===== src/rtl/tets_pkg.sv =====
// Shared codes and types of the timed event table scheduler.
`default_nettype none
package tets_pkg;

  // Operation codes carried by the request channel.
  localparam logic [2:0] OP_SCHED_ON  = 3'd0;
  localparam logic [2:0] OP_SCHED_OFF = 3'd1;
  localparam logic [2:0] OP_REMOVE    = 3'd2;
  localparam logic [2:0] OP_RANDOMIZE = 3'd3;
  localparam logic [2:0] OP_TICK      = 3'd4;

  // Status codes of the response channel.
  localparam logic [1:0] ST_OK       = 2'd0;
  localparam logic [1:0] ST_NO_EVENT = 2'd1;
  localparam logic [1:0] ST_FULL     = 2'd2;
  localparam logic [1:0] ST_COMMAND  = 2'd3;

  // Day codes with a rule of their own.
  localparam logic [3:0] DAY_SUNDAY   = 4'd0;
  localparam logic [3:0] DAY_SATURDAY = 4'd6;
  localparam logic [3:0] DAY_EVERY    = 4'd7;
  localparam logic [3:0] DAY_WEEKDAY  = 4'd8;
  localparam logic [3:0] DAY_WEEKEND  = 4'd9;

  localparam int PORT_ID_W = 8;
  localparam int DAY_W     = 4;
  localparam int IN_MIN_W  = 11;
  localparam int MIN_W     = 12;
  localparam int OFF_W     = 7;

  // Compare results for the slot under the scan pointer.
  typedef struct packed {
    logic free;
    logic exact;
    logic due;
  } tets_hit_t;

endpackage
`default_nettype wire


===== src/rtl/tets_req_if.sv =====
// Request channel: one operation with its key fields.
`default_nettype none
interface tets_req_if;
  logic              valid;
  logic              ready;
  logic [2:0]        operation;
  logic [7:0]        light_id;
  logic [3:0]        day_code;
  logic [10:0]       minute;
  logic signed [6:0] random_offset;

  modport source (output valid, operation, light_id, day_code, minute, random_offset,
                  input ready);
  modport sink (input valid, operation, light_id, day_code, minute, random_offset,
                output ready);
endinterface
`default_nettype wire


===== src/rtl/tets_rsp_if.sv =====
// Response channel: status words and light commands.
`default_nettype none
interface tets_rsp_if;
  logic       valid;
  logic       ready;
  logic [1:0] status;
  logic [7:0] command_id;
  logic       turn_on;
  logic       last;

  modport source (output valid, status, command_id, turn_on, last, input ready);
  modport sink (input valid, status, command_id, turn_on, last, output ready);
endinterface
`default_nettype wire


===== src/rtl/tets_ram.sv =====
// Generic single-write, single-read RAM with a registered read port.
`default_nettype none
module tets_ram #(
  parameter int WIDTH = 25,
  parameter int DEPTH = 64,
  parameter int ADDR_W = 6
) (
  input  wire logic              clk,
  input  wire logic              we,
  input  wire logic [ADDR_W-1:0] waddr,
  input  wire logic [WIDTH-1:0]  wdata,
  input  wire logic [ADDR_W-1:0] raddr,
  output logic      [WIDTH-1:0]  rdata
);
  logic [WIDTH-1:0] mem [DEPTH];

  always_ff @(posedge clk) begin
    if (we) begin
      mem[waddr] <= wdata;
    end
    rdata <= mem[raddr];
  end
endmodule
`default_nettype wire


===== src/rtl/tets_match.sv =====
// Compare unit shared by all slots: free, exact key match and due-now tests.
`default_nettype none
module tets_match #(
  parameter int ID_W = 8
) (
  input  wire logic                         slot_used,
  input  wire logic [ID_W-1:0]              slot_id,
  input  wire logic [tets_pkg::DAY_W-1:0]   slot_day,
  input  wire logic [tets_pkg::MIN_W-1:0]   slot_min,
  input  wire logic [ID_W-1:0]              key_id,
  input  wire logic [tets_pkg::DAY_W-1:0]   key_day,
  input  wire logic [tets_pkg::IN_MIN_W-1:0] key_min,
  output tets_pkg::tets_hit_t               hit
);
  import tets_pkg::*;

  logic min_eq;
  logic weekend;
  logic day_ok;

  assign min_eq  = (slot_min == {1'b0, key_min});
  assign weekend = (key_day == DAY_SUNDAY) || (key_day == DAY_SATURDAY);
  assign day_ok  = (slot_day == DAY_EVERY) || (slot_day == key_day) ||
                   ((slot_day == DAY_WEEKEND) && weekend) ||
                   ((slot_day == DAY_WEEKDAY) && !weekend);

  always_comb begin
    hit.free  = !slot_used;
    hit.exact = slot_used && (slot_id == key_id) && (slot_day == key_day) && min_eq;
    hit.due   = slot_used && day_ok && min_eq;
  end
endmodule
`default_nettype wire


===== src/rtl/timed_event_table_scheduler.sv =====
// Top level of the timed event table scheduler: sequencer, slot flags and output stage.
//
// Usage: operations arrive on the request channel (valid/ready). Schedule on/off
// places an event in the first free slot, remove and randomize act on the first
// slot whose id, day and minute match exactly, and a tick emits one light command
// per event that is due. Schedule, remove and randomize give exactly one response
// with last set; a tick gives zero or more commands in slot order, the final one
// marked last. Operation codes five to seven are dropped without a response.
// The sequencer walks the table one slot per cycle through the shared compare
// unit, reading the event RAM one slot ahead; only a tick that waits on the
// receiver holds it. A new request is taken only when the sequencer is idle again,
// so not before the last operation is through; a tick always walks the whole table.
// The response sits in an output register, so the next request is taken while a
// result still waits. If the receiver stalls, a tick holds its scan on the slot
// whose command cannot yet be handed over, and the final response waits in place.
// Reset (rst, synchronous) clears every slot flag and the channel state at once;
// the event RAM itself is not cleared, only flagged slots are ever used.
`default_nettype none
module timed_event_table_scheduler #(
  parameter int TABLE_ENTRIES = 64,
  parameter int ID_BITS = 8
) (
  input wire logic clk,
  input wire logic rst,
  tets_req_if.sink   request,
  tets_rsp_if.source response
);
  import tets_pkg::*;

  localparam int ID_W    = (ID_BITS < PORT_ID_W) ? ID_BITS : PORT_ID_W;
  localparam int IDX_W   = (TABLE_ENTRIES > 1) ? $clog2(TABLE_ENTRIES) : 1;
  localparam int ENTRY_W = ID_W + DAY_W + MIN_W + 1;
  localparam logic [IDX_W-1:0] LAST_IDX = IDX_W'(TABLE_ENTRIES - 1);

  typedef enum logic [1:0] {
    S_IDLE,
    S_SCAN,
    S_FINISH
  } state_t;

  state_t state, state_next;

  logic [TABLE_ENTRIES-1:0] slot_valid;
  logic [IDX_W-1:0] idx, idx_next;

  logic [2:0]             key_op;
  logic [ID_W-1:0]        key_id;
  logic [DAY_W-1:0]       key_day;
  logic [IN_MIN_W-1:0]    key_min;
  logic signed [OFF_W-1:0] key_off;

  logic [1:0]      hold_status, hold_status_next;
  logic [ID_W-1:0] hold_id, hold_id_next;
  logic            hold_on, hold_on_next;
  logic            hold_valid, hold_valid_next;

  logic       out_valid;
  logic [1:0] out_status;
  logic [7:0] out_id;
  logic       out_on;
  logic       out_last;
  logic       load_out;
  logic       load_last;
  logic       out_free;
  logic       accept;
  logic       valid_set, valid_clr;

  logic               ram_we;
  logic [ENTRY_W-1:0] ram_wdata;
  logic [ENTRY_W-1:0] rdata;

  logic [ID_W-1:0]  e_id;
  logic [DAY_W-1:0] e_day;
  logic [MIN_W-1:0] e_min;
  logic             e_on;
  logic [MIN_W-1:0] new_min;
  tets_hit_t        hit;
  logic             at_end;

  assign {e_id, e_day, e_min, e_on} = rdata;
  assign new_min  = e_min + MIN_W'(key_off);
  assign at_end   = (idx == LAST_IDX);
  assign out_free = !out_valid || response.ready;
  assign accept   = request.valid && request.ready;

  assign request.ready       = (state == S_IDLE);
  assign response.valid      = out_valid;
  assign response.status     = out_status;
  assign response.command_id = out_id;
  assign response.turn_on    = out_on;
  assign response.last       = out_last;

  // The read address runs one slot ahead so that rdata belongs to idx.
  tets_ram #(
    .WIDTH(ENTRY_W),
    .DEPTH(TABLE_ENTRIES),
    .ADDR_W(IDX_W)
  ) u_ram (
    .clk  (clk),
    .we   (ram_we),
    .waddr(idx),
    .wdata(ram_wdata),
    .raddr(idx_next),
    .rdata(rdata)
  );

  tets_match #(
    .ID_W(ID_W)
  ) u_match (
    .slot_used(slot_valid[idx]),
    .slot_id  (e_id),
    .slot_day (e_day),
    .slot_min (e_min),
    .key_id   (key_id),
    .key_day  (key_day),
    .key_min  (key_min),
    .hit      (hit)
  );

  always_comb begin
    state_next       = state;
    idx_next         = idx;
    hold_status_next = hold_status;
    hold_id_next     = hold_id;
    hold_on_next     = hold_on;
    hold_valid_next  = hold_valid;
    load_out         = 1'b0;
    load_last        = 1'b0;
    ram_we           = 1'b0;
    ram_wdata        = {e_id, e_day, new_min, e_on};
    valid_set        = 1'b0;
    valid_clr        = 1'b0;

    unique case (state)
      S_IDLE: begin
        if (accept) begin
          idx_next        = '0;
          hold_valid_next = 1'b0;
          if (request.operation <= OP_TICK) begin
            state_next = S_SCAN;
          end
        end
      end
      S_SCAN: begin
        unique case (key_op) inside
          OP_SCHED_ON, OP_SCHED_OFF: begin
            if (hit.free) begin
              ram_we           = 1'b1;
              ram_wdata        = {key_id, key_day, {1'b0, key_min}, key_op == OP_SCHED_ON};
              valid_set        = 1'b1;
              hold_status_next = ST_OK;
              state_next       = S_FINISH;
            end else if (at_end) begin
              hold_status_next = ST_FULL;
              state_next       = S_FINISH;
            end else begin
              idx_next = idx + 1'b1;
            end
            hold_id_next = '0;
            hold_on_next = 1'b0;
          end
          OP_REMOVE, OP_RANDOMIZE: begin
            if (hit.exact) begin
              if (key_op == OP_REMOVE) begin
                valid_clr = 1'b1;
              end else begin
                ram_we = 1'b1;
              end
              hold_status_next = ST_OK;
              state_next       = S_FINISH;
            end else if (at_end) begin
              hold_status_next = ST_NO_EVENT;
              state_next       = S_FINISH;
            end else begin
              idx_next = idx + 1'b1;
            end
            hold_id_next = '0;
            hold_on_next = 1'b0;
          end
          OP_TICK: begin
            // A due event displaces the held command, which then goes out
            // without last; hold the scan on such an event while the output stage is busy.
            if (!(hit.due && hold_valid && !out_free)) begin
              if (hit.due) begin
                load_out         = hold_valid;
                hold_status_next = ST_COMMAND;
                hold_id_next     = e_id;
                hold_on_next     = e_on;
                hold_valid_next  = 1'b1;
              end
              if (at_end) begin
                state_next = hold_valid_next ? S_FINISH : S_IDLE;
              end else begin
                idx_next = idx + 1'b1;
              end
            end
          end
          default: state_next = S_IDLE;
        endcase
      end
      S_FINISH: begin
        if (out_free) begin
          load_out   = 1'b1;
          load_last  = 1'b1;
          state_next = S_IDLE;
        end
      end
      default: state_next = S_IDLE;
    endcase
  end

  always_ff @(posedge clk) begin
    if (rst) begin
      state      <= S_IDLE;
      slot_valid <= '0;
      out_valid  <= 1'b0;
      hold_valid <= 1'b0;
      idx        <= '0;
    end else begin
      state      <= state_next;
      idx        <= idx_next;
      hold_valid <= hold_valid_next;
      if (valid_set) begin
        slot_valid[idx] <= 1'b1;
      end else if (valid_clr) begin
        slot_valid[idx] <= 1'b0;
      end
      if (load_out) begin
        out_valid <= 1'b1;
      end else if (response.ready) begin
        out_valid <= 1'b0;
      end
    end
    if (accept) begin
      key_op  <= request.operation;
      key_id  <= request.light_id[ID_W-1:0];
      key_day <= request.day_code;
      key_min <= request.minute;
      key_off <= request.random_offset;
    end
    hold_status <= hold_status_next;
    hold_id     <= hold_id_next;
    hold_on     <= hold_on_next;
    if (load_out) begin
      out_status <= hold_status;
      out_id     <= PORT_ID_W'(hold_id);
      out_on     <= hold_on;
      out_last   <= load_last;
    end
  end
endmodule
`default_nettype wire


===== src/flat_wrapper.sv =====
// flat-port wrapper written by rule: the top's interface ports become plain ports
module timed_event_table_scheduler_flat import tets_pkg::*;
#(
  parameter int TABLE_ENTRIES = 64,
  parameter int ID_BITS = 8
)
  (clk, rst, request_valid, request_operation, request_light_id, request_day_code, request_minute, request_random_offset, request_ready, response_valid, response_status, response_command_id, response_turn_on, response_last, response_ready);
  tets_req_if request_i ();
  tets_rsp_if response_i ();
  input wire logic clk;
  input wire logic rst;
  input wire logic [$bits(request_i.valid)-1:0] request_valid;
  input wire logic [$bits(request_i.operation)-1:0] request_operation;
  input wire logic [$bits(request_i.light_id)-1:0] request_light_id;
  input wire logic [$bits(request_i.day_code)-1:0] request_day_code;
  input wire logic [$bits(request_i.minute)-1:0] request_minute;
  input wire logic [$bits(request_i.random_offset)-1:0] request_random_offset;
  output wire logic [$bits(request_i.ready)-1:0] request_ready;
  output wire logic [$bits(response_i.valid)-1:0] response_valid;
  output wire logic [$bits(response_i.status)-1:0] response_status;
  output wire logic [$bits(response_i.command_id)-1:0] response_command_id;
  output wire logic [$bits(response_i.turn_on)-1:0] response_turn_on;
  output wire logic [$bits(response_i.last)-1:0] response_last;
  input wire logic [$bits(response_i.ready)-1:0] response_ready;
  assign request_i.valid = request_valid;
  assign request_i.operation = request_operation;
  assign request_i.light_id = request_light_id;
  assign request_i.day_code = request_day_code;
  assign request_i.minute = request_minute;
  assign request_i.random_offset = request_random_offset;
  assign request_ready = request_i.ready;
  assign response_valid = response_i.valid;
  assign response_status = response_i.status;
  assign response_command_id = response_i.command_id;
  assign response_turn_on = response_i.turn_on;
  assign response_last = response_i.last;
  assign response_i.ready = response_ready;
  timed_event_table_scheduler #(.TABLE_ENTRIES(TABLE_ENTRIES), .ID_BITS(ID_BITS)) u_core (.clk(clk), .rst(rst), .request(request_i), .response(response_i));
endmodule

===== config.mk =====
export PLATFORM = sky130hd
export DESIGN_NAME = timed_event_table_scheduler_flat
export DESIGN_NICKNAME = d
export VERILOG_FILES = /design/src/rtl/tets_pkg.sv /design/src/rtl/tets_req_if.sv /design/src/rtl/tets_rsp_if.sv /design/src/rtl/tets_ram.sv /design/src/rtl/tets_match.sv /design/src/rtl/timed_event_table_scheduler.sv /design/src/flat_wrapper.sv
export SDC_FILE = /design/constraint.sdc
export NUM_CORES = 2
export LEC_CHECK = 0
export BUFFER_PORTS_ARGS = -buffer_cell sky130_fd_sc_hd__buf_4
export CAP_MARGIN = 0
export CORE_ASPECT_RATIO = 0.5
export CORE_UTILIZATION = 40
export CTS_CLUSTER_SIZE = 24
export DETAILED_ROUTE_END_ITERATION = 16
export GPL_ROUTABILITY_DRIVEN = 0
export PLACE_DENSITY = 0.52
export SLEW_MARGIN = 20
export SYNTH_ARGS = -nofsm -noshare
export SYNTH_HDL_FRONTEND = slang
export SYNTH_SLANG_ARGS = --single-unit

===== constraint.sdc =====
create_clock -name clk -period 11.04 [get_ports clk]
set_input_delay 1.656 -clock clk [delete_from_list [all_inputs] [get_ports clk]]
set_output_delay 1.656 -clock clk [all_outputs]
set_load 0.05 [all_outputs]

-- Yosys cells after proc, flatten, opt, wreduce, memory -nomap -nowiden
Memory sizes are Yosys's and may differ from the RTL's. A register that Yosys moved wholly into a read port is not among the register bits.
Cells that the tools add are included.
- shift-type cells: 0
- eq/ne operators: 25
- bitwise gates (word level): 3
- multiply operators: 0
- reductions and logical operators: 34
- mux-type cells: 68
- $lt $le $gt $ge: 3
- div/mod/pow operators: 0
- add/sub/neg operators: 2
- operators with widths (cell ; count):
    $mux 64 ; 2
    $mux 25 ; 3
    $and 64x64->64 ; 1
    $not 64->64 ; 1
    $or 64x64->64 ; 1
    $mux 2 ; 15
    $mux 6 ; 5
    $mux 1 ; 29
    $pmux 2 s3 ; 3
    $pmux 6 s3 ; 1
    $mux 8 ; 2
    $pmux 8 s2 ; 1
    $add 12x12->12 ; 1
    $eq 12x11->1 ; 1
    $pmux 6 s2 ; 1
    $logic_and 1x1->1 ; 11
    $eq 4x3->1 const B ; 2
    $eq 4x4->1 const B ; 2
    $eq 8x8->1 ; 1
    $ne 2x2->1 const B ; 4
    $pmux 1 s2 ; 4
    $reduce_and 4->1 ; 2
    $reduce_bool 2->1 ; 4
    $lt 6x7->1 const B ; 1
    other kinds (26) ; 37
- bits in read-only memories: 0
- memories: 1
- input bits: 37
- bits in latches: 0
- logic and storage cells: 153
- flip-flop bits (word level): 130
- RAM bits: 1600
- memory list (name ; depth ; width ; read ports ; clocked after memory_dff ; wr ports ; RTL line ; text):
    u_core.u_ram.mem ; 64 ; 25 ; 1 ; 1 ; 1 ; tets_ram.sv:15 ; logic [WIDTH-1:0] mem [DEPTH];

-- Logic depth before layout (Yosys ltp)
- depth after elaboration: 17
- depth in mapped cells: 19

-- Modules after synthesis
Synthesis repeated with hierarchy kept, for this count alone.
- cell total of the unflattened synthesis: 3504
- area, all modules: 68822.3 µm²
- by module, submodules not included (module ; area each (µm²) ; times used ; cells each):
    tets_ram ; 61896.9 ; 1 ; 2776
    timed_event_table_scheduler ; 6606.3 ; 1 ; 687
    tets_match ; 319.1 ; 1 ; 41

-- Least setup slack after synthesis
OpenSTA, ideal clock, no wires.
- kind: reg-to-reg
- start point: reg u_core.idx[1]
- end point: mem u_core.u_ram.mem[0][9] (data pin)
- buffers on the path: 6
- path slack: 5.499 ns
- cell stages (with the launch flop): 14
- data arrival time: 4.839 ns
- required time: 10.338 ns
- period minus slack after synthesis: 5.541 ns
- library setup time: 0.702 ns
- path through: dfxtp_1 -> buf_6 -> buf_2 -> buf_2 -> nor2_1 -> a22oi_1 -> o211ai_1 -> o21ai_1 -> nor4_1 -> and3_1 -> clkbuf_1 -> buf_1 -> clkbuf_1 -> o21ai_0
- cells in the longest elaborated chain, start to end: 5
- RTL lines (item ; RTL line ; text):
    from (decl) ; timed_event_table_scheduler.sv:44 ; logic [IDX_W-1:0] idx, idx_next;
    from (signal assigned) ; timed_event_table_scheduler.sv:221 ; idx <= idx_next;
    $bmux 1 s6 ; timed_event_table_scheduler.sv:110 ; .slot_used(slot_valid[idx]),
    $mux 1 (not written as such) ; timed_event_table_scheduler.sv:110 ;
    $mux 25 ; timed_event_table_scheduler.sv:147 ; if (hit.free) begin
    $mux 25 ; timed_event_table_scheduler.sv:145 ; unique case (key_op) inside
    $mux 25 ; timed_event_table_scheduler.sv:134 ; unique case (state)
    named net u_core.ram_wdata[9] ; timed_event_table_scheduler.sv:69 ; logic [ENTRY_W-1:0] ram_wdata;
    to (decl) ; tets_ram.sv:15 ;
The timed path passes the listed nets, and every way through them passes these cells. The select of a mux whose other input is x is not followed.

-- Worst setup path in the final report
- start point: reg u_core.idx[0]
- end point: reg u_core.u_ram.rdata[15] (read register of u_core.u_ram.mem)
- cells in the longest elaborated chain, start to end: 9
- elaborated cells on any way between the ends: 18
- RTL lines (item ; RTL line ; text):
    $bmux 1 s6 ; timed_event_table_scheduler.sv:110 ;
    $mux 1 (not written as such) ; timed_event_table_scheduler.sv:110 ;
    $logic_and 1x1->1 (2 in a row) ; tets_match.sv:30 ; hit.due = slot_used && day_ok && min_eq;
    $logic_and 1x1->1 (2 in a row) ; timed_event_table_scheduler.sv:183 ; if (!(hit.due && hold_valid && !out_free)) begin
    $mux 6 ; timed_event_table_scheduler.sv:183 ;
    $pmux 6 s3 ; timed_event_table_scheduler.sv:145 ;
    $pmux 6 s2 * ; timed_event_table_scheduler.sv:134 ;
    to (decl) ; tets_ram.sv:13 ; output logic [WIDTH-1:0] rdata
Mark *: on every way between the ends. The rest lies on a longest branch, timed or not. The select of a mux whose other input is x is not followed.
A chain may end at the register's enable or synchronous reset.

==> flow_summary.yaml <==
synth:
  ys_seq_area_share_pct: 75.1
  synth.avg_cell_area_um2: 15.3
  yosysMostFrequentCell: "edfxtp_1"
  syn_area_um2: 68900
  synthTopCellsByCount: "1656 x edfxtp_1, 866 x nor2_1, 399 x mux2i_1"
  yosysWarnings: 0
  synthArstFlopShare_pct: 0
  synth_edf_count: 1656
  synth-seq-cells: 1755
  synth_flop_cell: "edfxtp_1"
  synthCells: 4504
  yosys.area.top_type: "edfxtp_1"
  synth.distinct_cells: 77
  synth_nets: 4557
  netlist.area_leader.share_pct: 72.2
  synth_area_leaders: "edfxtp_1 72%, mux2i_1 5.8%, o32ai_1 5.0%, nor2_1 4.7%, dfxtp_1 2.9%"
layout:
  fin_area_um2: 78100
  area_growth_pct: 13.5
  final-seq-area_um2: 51700
  fin_nets: 4640
  fin_util_pct: 45.8
  multi_input_area_um2: 16700
  fillers: 14819
  drive_above_1_share_pct: 12.5
power:
  p_total_mw: 15.3
  leakage_nw: 26.5
  switching_share_pct: 26.0
  peakVddDrop_uv: 140
  power_density_nw_per_um2: 196
  switchingPower_mw: 3.98
  p_comb_share_pct: 12.3
  p_seq_share_pct: 52.6
  clkPwrFrac_pct: 35.1
  p_int_mw: 11.3
cts:
  clock_path_buffers: 3
  h-tree-depth: 4
  post-cts-setup-buffers: 0
  cts.sinks: 1755
  cts_tree: "built"
  ctsHoldBuffers: 0
  clkTransAtPathRegs_ns: 0.07
  cts_buffers: 160
  cts_resized: 0
  clkLatencyLatePin_ns: 0.80
  cts_root_buffer: "clkbuf_16"
sta:
  setup_violations: 0
  rsz0062_at_grt: "no"
  post-route-period-util_pct: 65.5
  hold_violations: 0
  max_freq_ghz: 0.138
  fin_skew_ns: 0.0266
  slew_headroom_pct: 11.4
  setup-tns-final_ns: 0
  tightestPinTransition_ns: 1.32
  drv_slew: 0
  period_needed_ns: 7.24
floorplan:
  coreArea_um2: 171000
  die_y_um: 295
  rows: 107
  fp.dieArea_um2: 174000
  start_util_pct: 40.4
  die_x_um: 589
  ioPinCount: 51
routing:
  route.detailed.drc: 0
  vias: 42484
  drtPass1Iterations: 6
  drt-wirelength-per-cell_um: 31.9
  drt_iter0_markers: 5676
  ant_nets: 0
  drt-vias-per-instance: 6.07
  wl_um: 224000
outcome:
  status: "finished clean"
grt:
  globalRoute.totalOverflow: 0
  grt_use_total_pct: 25.2
  antenna_found_initial: 13
  grt_pass1_vias: 39337
  grt_max_degree: 127
  grt_pass1_wl_um: 309000
critical_path:
  cp-start-kind: "flip-flop"
  cp-end-kind: "flip-flop"
  cp_max_fo: 126
  worstPathRequired_ns: 11.65
  worstSetupPathType: "flip-flop to flip-flop"
  r2r_cells: 16
  crit_arrival_ns: 7.85
placed_design:
  portBuffers: 50
  post-dp-hpwl_um: 119000
  place_area_um2: 73200
run:
  drv_cap: 0
hold_path:
  hp-class: "flip-flop to flip-flop"
  whs_path_depth: 0
## stage by stage
step                      setup slack [ns]  hold slack (ns)  instances
final                                 3.80            0.422       7003
after global routing                  3.67            0.430       7001
after CTS                             3.89            0.422       7001
after detailed placement              3.91            0.408       6714
after global placement                3.20            0.401       6703
after floorplan                       5.50            0.400       4504
## sequential cells by signal, summed over array words and instances, names as in the netlist, 2 cells and up, named ones only
name	flops
u_core.key_day	4
u_core.u_ram.mem	1600
u_core.key_min	11
u_core.hold_status	2
u_core.response.command_id	8
u_core.key_off	7
u_core.idx	6
u_core.key_op	3
u_core.response.status	2
u_core.hold_id	8
u_core.state	2
u_core.key_id	8
u_core.u_ram.rdata	25
## path summary, 6_finish.rpt
| check | start | end | slack [ns] |
|---|---|---|---|
| worst max-delay path | u_core.idx[0] | u_core.u_ram.rdata[15] | 3.80 |
| worst min-delay path | u_core.hold_id[0] | u_core.response.command_id[0] | 0.42 |
| worst max register to register | u_core.idx[0] | u_core.u_ram.rdata[15] | 3.80 |
| worst min register to register | u_core.hold_id[0] | u_core.response.command_id[0] | 0.42 |
## logic make-up after synthesis
kind of cell / synth area share [%]
xor+xnor: 0.432
mux: 6.39
flops: 75.1
simple gates: 7.31
fa+ha+maj: 0.302
buf+inv: 2.02
compound gates: 8.45
## power groups by stage
stage	registers (mW)	logic (mW)	clock network [mW]
final	8.04	1.88	5.37
after floorplan	8.18	1.09	0
after detailed placement	8.18	1.85	0
after global placement	8.18	1.79	0
after CTS	8.04	1.86	5.44
after global routing	8.04	2.00	5.68
## routing by layer
metal | up-vias | GRT usage, % | wire length [um]
li1 | 17812 | - | -
met1 | 22265 | 38.5 | 99900
met4 | 2 | 5.73 | 3930
met2 | 2159 | 37.4 | 97400
met5 | - | 0 | 13
met3 | 246 | 4.40 | 22300
## final cells by class
type | instances | share of cell area, %
Antenna cell | 2 | 0.00641
Clock buffer | 224 | 5.61
Clock inverter | 63 | 0.660
Inverter | 29 | 0.139
Multi-Input combinational cell | 2421 | 21.4
Sequential cell | 1755 | 66.2
Tap cell | 2289 | 3.67
Timing Repair Buffer | 220 | 2.32
## cell usage in the layout (no fill, tap or decap), drive strengths merged, types with 13 or more instances in the layout
| cell type | instances |
|---|---|
| a21oi | 77 |
| and2 | 17 |
| and3 | 13 |
| buf | 220 |
| clkbuf | 224 |
| clkinv | 47 |
| dfxtp | 99 |
| edfxtp | 1656 |
| ha | 15 |
| inv | 39 |
| mux2 | 20 |
| mux2i | 400 |
| nand2 | 113 |
| nand3 | 86 |
| nor2 | 866 |
| nor3 | 21 |
| nor4 | 39 |
| o2111ai | 24 |
| o21ai | 82 |
| o32ai | 390 |
| o41ai | 75 |
| xnor2 | 20 |
| xor2 | 14 |
## worst max-delay path: stages (launching register included)
cell       delay, ns
dfxtp_2         0.31
buf_4           0.46
mux4_2          0.59
nand2_1         0.10
nand2_1         0.09
a22o_1          0.26
or4_4           0.57
mux2_4          0.39
o31a_1          0.49
nor3_2          0.24
buf_4           0.32
buf_12          0.52
buf_12          0.55
mux2i_1         0.28
o32ai_1         0.11
nor4_1          1.12
o2111ai_1       0.19
Note: power is estimated with default switching activity, not from simulation.
